[config.mk]
export PLATFORM = sky130hd
export DESIGN_NAME = ttcs_front
export DESIGN_NICKNAME = d
export VERILOG_FILES = /design/src/hdl/ttcs_pkg.sv /design/src/hdl/ttcs_front.sv
export SDC_FILE = /design/constraint.sdc
export NUM_CORES = 1
export LEC_CHECK = 0
export BUFFER_PORTS_ARGS = -buffer_cell sky130_fd_sc_hd__buf_2
export CORE_AREA = 2 2 68 70
export CTS_CLUSTER_DIAMETER = 150
export CTS_CLUSTER_SIZE = 20
export DETAILED_ROUTE_END_ITERATION = 6
export DIE_AREA = 0 0 70 72
export PLACE_DENSITY = 0.84
export SKIP_LAST_GASP = 1
export SLEW_MARGIN = 20
export SYNTH_ARGS = -nofsm -noshare
export SYNTH_HDL_FRONTEND = slang
export SYNTH_SLANG_ARGS = --single-unit
[constraint.sdc]
create_clock -name clock -period 1.9 [get_ports clock]
set_input_delay 0.19 -clock clock [delete_from_list [all_inputs] [get_ports clock]]
set_output_delay 0.19 -clock clock [all_outputs]
set_load 0.01 [all_outputs]
[src/hdl/ttcs_pkg.sv]
package ttcs_pkg;

   // Default geometry of the history store and the screen.
   localparam int COLUMNS_DEF      = 80;
   localparam int SCREEN_ROWS_DEF  = 25;
   localparam int HISTORY_ROWS_DEF = 64;

   // Cell encoding: attribute in the high byte, character in the low byte.
   localparam logic [7:0] BLANK_CHAR   = 8'h20;
   localparam logic [7:0] NEWLINE_CHAR = 8'd10;
   localparam logic [7:0] CR_CHAR      = 8'd13;
   localparam logic [7:0] TAB_CHAR     = 8'd9;
   localparam logic [7:0] BS_CHAR      = 8'd8;
   localparam logic [7:0] RESET_COLOR  = 8'd15;

   // Item kinds and arrow directions as they arrive on the input.
   localparam logic [1:0] KIND_CHAR   = 2'd0;
   localparam logic [1:0] KIND_DELETE = 2'd1;
   localparam logic [1:0] KIND_ARROW  = 2'd2;
   localparam logic [1:0] KIND_READ   = 2'd3;
   localparam logic [1:0] DIR_LEFT    = 2'd0;
   localparam logic [1:0] DIR_RIGHT   = 2'd1;
   localparam logic [1:0] DIR_UP      = 2'd2;
   localparam logic [1:0] DIR_DOWN    = 2'd3;

   // Operations after classification.
   typedef enum logic [3:0] {
      OP_NOP     = 4'd0,
      OP_CHAR    = 4'd1,
      OP_NEWLINE = 4'd2,
      OP_DELETE  = 4'd3,
      OP_LEFT    = 4'd4,
      OP_RIGHT   = 4'd5,
      OP_UP      = 4'd6,
      OP_DOWN    = 4'd7,
      OP_READ    = 4'd8
   } op_code_type;

   // One classified item as it travels from the front to the back.
   typedef struct packed {
      op_code_type op;
      logic [7:0]  ch;
      logic [5:0]  rr;
      logic [6:0]  rc;
   } op_type;

endpackage

[src/hdl/ttcs_front.sv]
module ttcs_front #(
   parameter int COLUMNS      = ttcs_pkg::COLUMNS_DEF,
   parameter int HISTORY_ROWS = ttcs_pkg::HISTORY_ROWS_DEF
) (
   input  logic             clock,
   input  logic             reset,
   input  logic             push,
   output logic             full,
   input  logic [1:0]       req_kind,
   input  logic [7:0]       req_char_code,
   input  logic [1:0]       req_direction,
   input  logic [5:0]       req_read_row,
   input  logic [6:0]       req_read_col,
   output logic             op_valid,
   output ttcs_pkg::op_type op_out,
   input  logic             op_take
);

   ttcs_pkg::op_type cls;
   ttcs_pkg::op_type q_ff [2];
   logic             wp_ff, wp_in, rp_ff, rp_in;
   logic [1:0]       cnt_ff, cnt_in;
   logic             do_push, do_pop;

   // Classify the incoming item into one operation.
   always_comb begin
      cls.ch = req_char_code;
      cls.rr = req_read_row;
      cls.rc = req_read_col;
      cls.op = ttcs_pkg::OP_NOP;
      case (req_kind)
         ttcs_pkg::KIND_CHAR: begin
            if (req_char_code == ttcs_pkg::NEWLINE_CHAR) begin
               cls.op = ttcs_pkg::OP_NEWLINE;
            end else if (req_char_code == ttcs_pkg::CR_CHAR ||
                         req_char_code == ttcs_pkg::TAB_CHAR ||
                         req_char_code == ttcs_pkg::BS_CHAR) begin
               cls.op = ttcs_pkg::OP_NOP;
            end else begin
               cls.op = ttcs_pkg::OP_CHAR;
            end
         end
         ttcs_pkg::KIND_DELETE: cls.op = ttcs_pkg::OP_DELETE;
         ttcs_pkg::KIND_ARROW: begin
            case (req_direction)
               ttcs_pkg::DIR_LEFT:  cls.op = ttcs_pkg::OP_LEFT;
               ttcs_pkg::DIR_RIGHT: cls.op = ttcs_pkg::OP_RIGHT;
               ttcs_pkg::DIR_UP:    cls.op = ttcs_pkg::OP_UP;
               default:             cls.op = ttcs_pkg::OP_DOWN;
            endcase
         end
         default: begin
            // A read outside the store becomes a no-op and reports cell data of zero.
            if (32'(req_read_row) < HISTORY_ROWS && 32'(req_read_col) < COLUMNS) begin
               cls.op = ttcs_pkg::OP_READ;
            end else begin
               cls.op = ttcs_pkg::OP_NOP;
            end
         end
      endcase
   end

   // Two-entry queue toward the back.
   assign full     = (cnt_ff == 2'd2);
   assign op_valid = (cnt_ff != 2'd0);
   assign op_out   = q_ff[rp_ff];
   assign do_push  = push && !full;
   assign do_pop   = op_take && op_valid;

   always_comb begin
      wp_in  = do_push ? !wp_ff : wp_ff;
      rp_in  = do_pop ? !rp_ff : rp_ff;
      cnt_in = cnt_ff + 2'(do_push) - 2'(do_pop);
   end

   always_ff @(posedge clock) begin
      if (reset) begin
         wp_ff  <= 1'b0;
         rp_ff  <= 1'b0;
         cnt_ff <= 2'd0;
      end else begin
         wp_ff  <= wp_in;
         rp_ff  <= rp_in;
         cnt_ff <= cnt_in;
      end
      if (do_push) begin
         q_ff[wp_ff] <= cls;
      end
   end

endmodule

==> impl_metrics.csv <==
group,metric,value,unit
pwr,seqPwrFrac,50.8,%
place,port_buffers,55,
cts,clk_pin_slew,100,ps
cts,numCtsBuffers,5,
pwr,p_leak,1.018,nW
setup_path,worst_ep_arrival_time,1660,ps
global_routing,grt_max_degree,19,
place,dp_hpwl,2760,um
setup_path,rr_endpoint,"q_ff[0][1]$_DFFE_PP_",
setup_path,cp_max_fo,10,
sta,worst_slew_pin_slew,310.7,ps
sta,max_clock_freq,606.5,MHz
sta,period_needed,1649,ps
cts,hold_buffers,0,
run,maxCapViolCount,0,
setup_path,startpoint,"cnt_ff[0]$_SDFF_PP0_",
cells_and_area,drive_above_1_share,39.46,%
sta,finClkSkew,5.763,ps
sta,finalMaxSlewViolations,0,
cts,cts_resized,0,
logic_synthesis,synth_area_leaders,"edfxtp_1 71%, mux2_1 13%, dfxtp_1 4.7%",
min_path,min_to,"q_ff[1][11]$_DFFE_PP_",
floorplanning,io-pin-count,56,
cts,clk-insertion-delay-late,310,ps
global_routing,grt_util_all_layers,16.05,%
cells_and_area,nFillCells,324,
min_path,holdPathStages,1,
logic_synthesis,ys.warnings.count,0,
sta,tns,0,ps
outcome,status,"finished, final reports clean",
logic_synthesis,synth_cell_types,27,
min_path,min_path_type,"in2reg",
detailed_routing,via_per_inst,5.084,
detailed_routing,wl,3766,um
global_routing,grt_antenna_before_repair,0,
setup_path,r2r_start,"cnt_ff[0]$_SDFF_PP0_",
logic_synthesis,yosys.area.top_type_share,70.75,%
cts,cts.path.max_buffers,2,
sta,fin_crit_sh,86.77,%
logic_synthesis,synth.avg_cell_area,17.68,um^2
logic_synthesis,yosys_register_bits,55,
setup_path,start_kind,"flop",
setup_path,reg2reg_depth,5,
global_routing,grt_pass1_wl,6085,um
sta,setup_viol,0,
detailed_routing,drc_errors,0,
detailed_routing,first_iter_violations,102,
cells_and_area,nets,215,
floorplanning,coreArea,4264,um^2
cts,root_buffer,"clkbuf_8",
min_path,min_from,"req_read_row[4]",
pwr,power_switching,938.3,uW
detailed_routing,vias,1205,
setup_path,critical_path_class,"reg2reg",
sta,hold_violations,0,
cells_and_area,diodes,0,
setup_path,endpoint_kind,"flop",
global_routing,grt_remaining_overflow,0,
logic_synthesis,netlist_area,2122,um^2
cts,cts_tree,"built",
cts,cts.sinks,55,
pwr,combPwrFrac,29.1,%
pwr,clock_power_share,20.0,%
floorplanning,die_w,70,um
detailed_routing,wire_per_inst,15.89,um
cells_and_area,area_growth_syn_to_layout,21.87,%
setup_path,worstPathRequired,1910,ps
cts,post-cts-setup-buffers,0,
logic_synthesis,yosys.area.top_type,"edfxtp_1",
place,gp_congestion,0.6806,
logic_synthesis,yosysSeqAreaShare,75.47,%
sta,worst_hold_slack,67.50,ps
detailed_routing,drtPass1Iterations,4,
cts,cts_max_level,2,
pwr,ir_drop,0.6343,mV
global_routing,grt_pass1_vias,1343,
pwr,power.density,1227,nW/um^2
floorplanning,fp.dieH,72,um
logic_synthesis,synthCells,120,
floorplanning,die-area,5040,um^2
logic_synthesis,syn_nets,151,
detailed_routing,drtAntennaViolNets,0,
pwr,switching_share,29.57,%
floorplanning,start_util,49.77,%
setup_path,r2r_slack,250,ps
pwr,p_int,2.235,mW
sta,grt_setup_unrepaired,"no",
sta,max_slew_margin,79.10,%
floorplanning,num_rows,24,
synth_stat cells:
library cell and count:
a21oi_1 3, and2_1 1, and3_1 1, and3_2 1
buf_2 1, buf_4 2, dfxtp_1 5, edfxtp_1 50
ha_1 2, inv_1 5, inv_2 1, mux2_1 25
nand2_1 2, nand2b_2 1, nand3b_1 1, nor2_1 4
nor2b_1 3, nor3_1 1, nor4_1 1, o21a_2 1
o21ai_0 3, o21ai_1 1, o31a_1 1, or2_2 1
or3_1 1, xnor2_1 1, xor2_1 1
cell usage in the layout, fill, tap and decap left out:
master	synthesis	layout
nor4_1	1	1
xnor2_1	1	1
o21ai_0	3	3
clkinvlp_4	0	1
and2_1	1	1
o21a_2	1	1
buf_12	0	1
buf_2	1	55
nand3b_1	1	1
clkbuf_8	0	5
edfxtp_1	50	50
mux2_1	25	25
dfxtp_1	5	5
xor2_1	1	1
o31a_1	1	1
a21oi_1	3	3
buf_4	2	4
nor2_1	4	4
or3_1	1	1
o21ai_1	1	1
inv_1	5	5
or2_2	1	1
nor3_1	1	1
nor2b_1	3	3
ha_1	2	2
nand2_1	2	2
and3_1	1	1
clkinv_4	0	2
nand2b_2	1	1
inv_2	1	1
and3_2	1	1
cells by family (layout without fill, tap and decap cells):
group	count (synthesis)	count (layout)	share of synthesized area [%]
simple gates	18	18	4.777
compound gates	9	9	2.476
mux	25	25	13.27
buf+inv	9	74	2.004
fa+ha+maj	2	2	1.179
xor+xnor	2	2	0.8256
flops	55	55	75.47
per-stage QoR:
stage	total power, mW	utilization (%)	setup slack (ps)	cells	area (um^2)
detailed placement	2.579	58.45	238.1	229	2492
global route	3.352	60.65	132.1	237	2586
floorplan	2.200	-	162.4	120	2122
CTS	3.228	60.65	223.6	237	2586
finish	3.173	60.65	251.3	237	2586
global placement	2.530	58.45	324.3	229	2492
metal layers:
layer | up-vias | part of all wire [%] | track usage (%)
li1 | 579 | - | -
met5 | - | 0 | 0
met4 | 0 | 2.0 | 8.761
met1 | 577 | 38 | 16.37
met2 | 41 | 56 | 30.16
met3 | 8 | 4.8 | 4.028
sequential cells by signal (all words and copies together), names as in the netlist, named ones only:
signal / count
rp_ff: 1
q_ff: 50
wp_ff: 1
cnt_ff: 2
power groups by stage:
stage	Combinational (mW)	Sequential, mW	Clock [mW]
floorplan	0.586	1.61	0
global placement	0.906	1.62	0
detailed placement	0.937	1.64	0
CTS	0.946	1.62	0.667
global route	1.02	1.63	0.698
finish	0.925	1.61	0.636
critical path, cell delays in order (launching register included):
cell and delay (ps):
dfxtp_1 380, nand2b_2 160, inv_2 50, or3_1 320, inv_1 210, buf_4 240
worst max path at each step:
stage	cells past startpoint	to
final	5	q_ff[0][1]$_DFFE_PP_
after global placement	5	q_ff[0][2]$_DFFE_PP_
after global routing	5	q_ff[0][1]$_DFFE_PP_
after floorplan	4	q_ff[0][0]$_DFFE_PP_
after CTS	5	q_ff[0][1]$_DFFE_PP_
after detailed placement	5	q_ff[0][8]$_DFFE_PP_
final cells by class:
cell class	instances	area [um^2]	area share (%)
clock buffer	5	68.82	2.661
clock inverter	3	25.02	0.9676
inverter	6	22.52	0.8708
multi-input combinational	56	478.0	18.48
sequential	55	1602	61.93
tap	52	65.06	2.516
timing repair buffer	60	325.3	12.58
No activity file was read; power rests on OpenSTA's default activity.
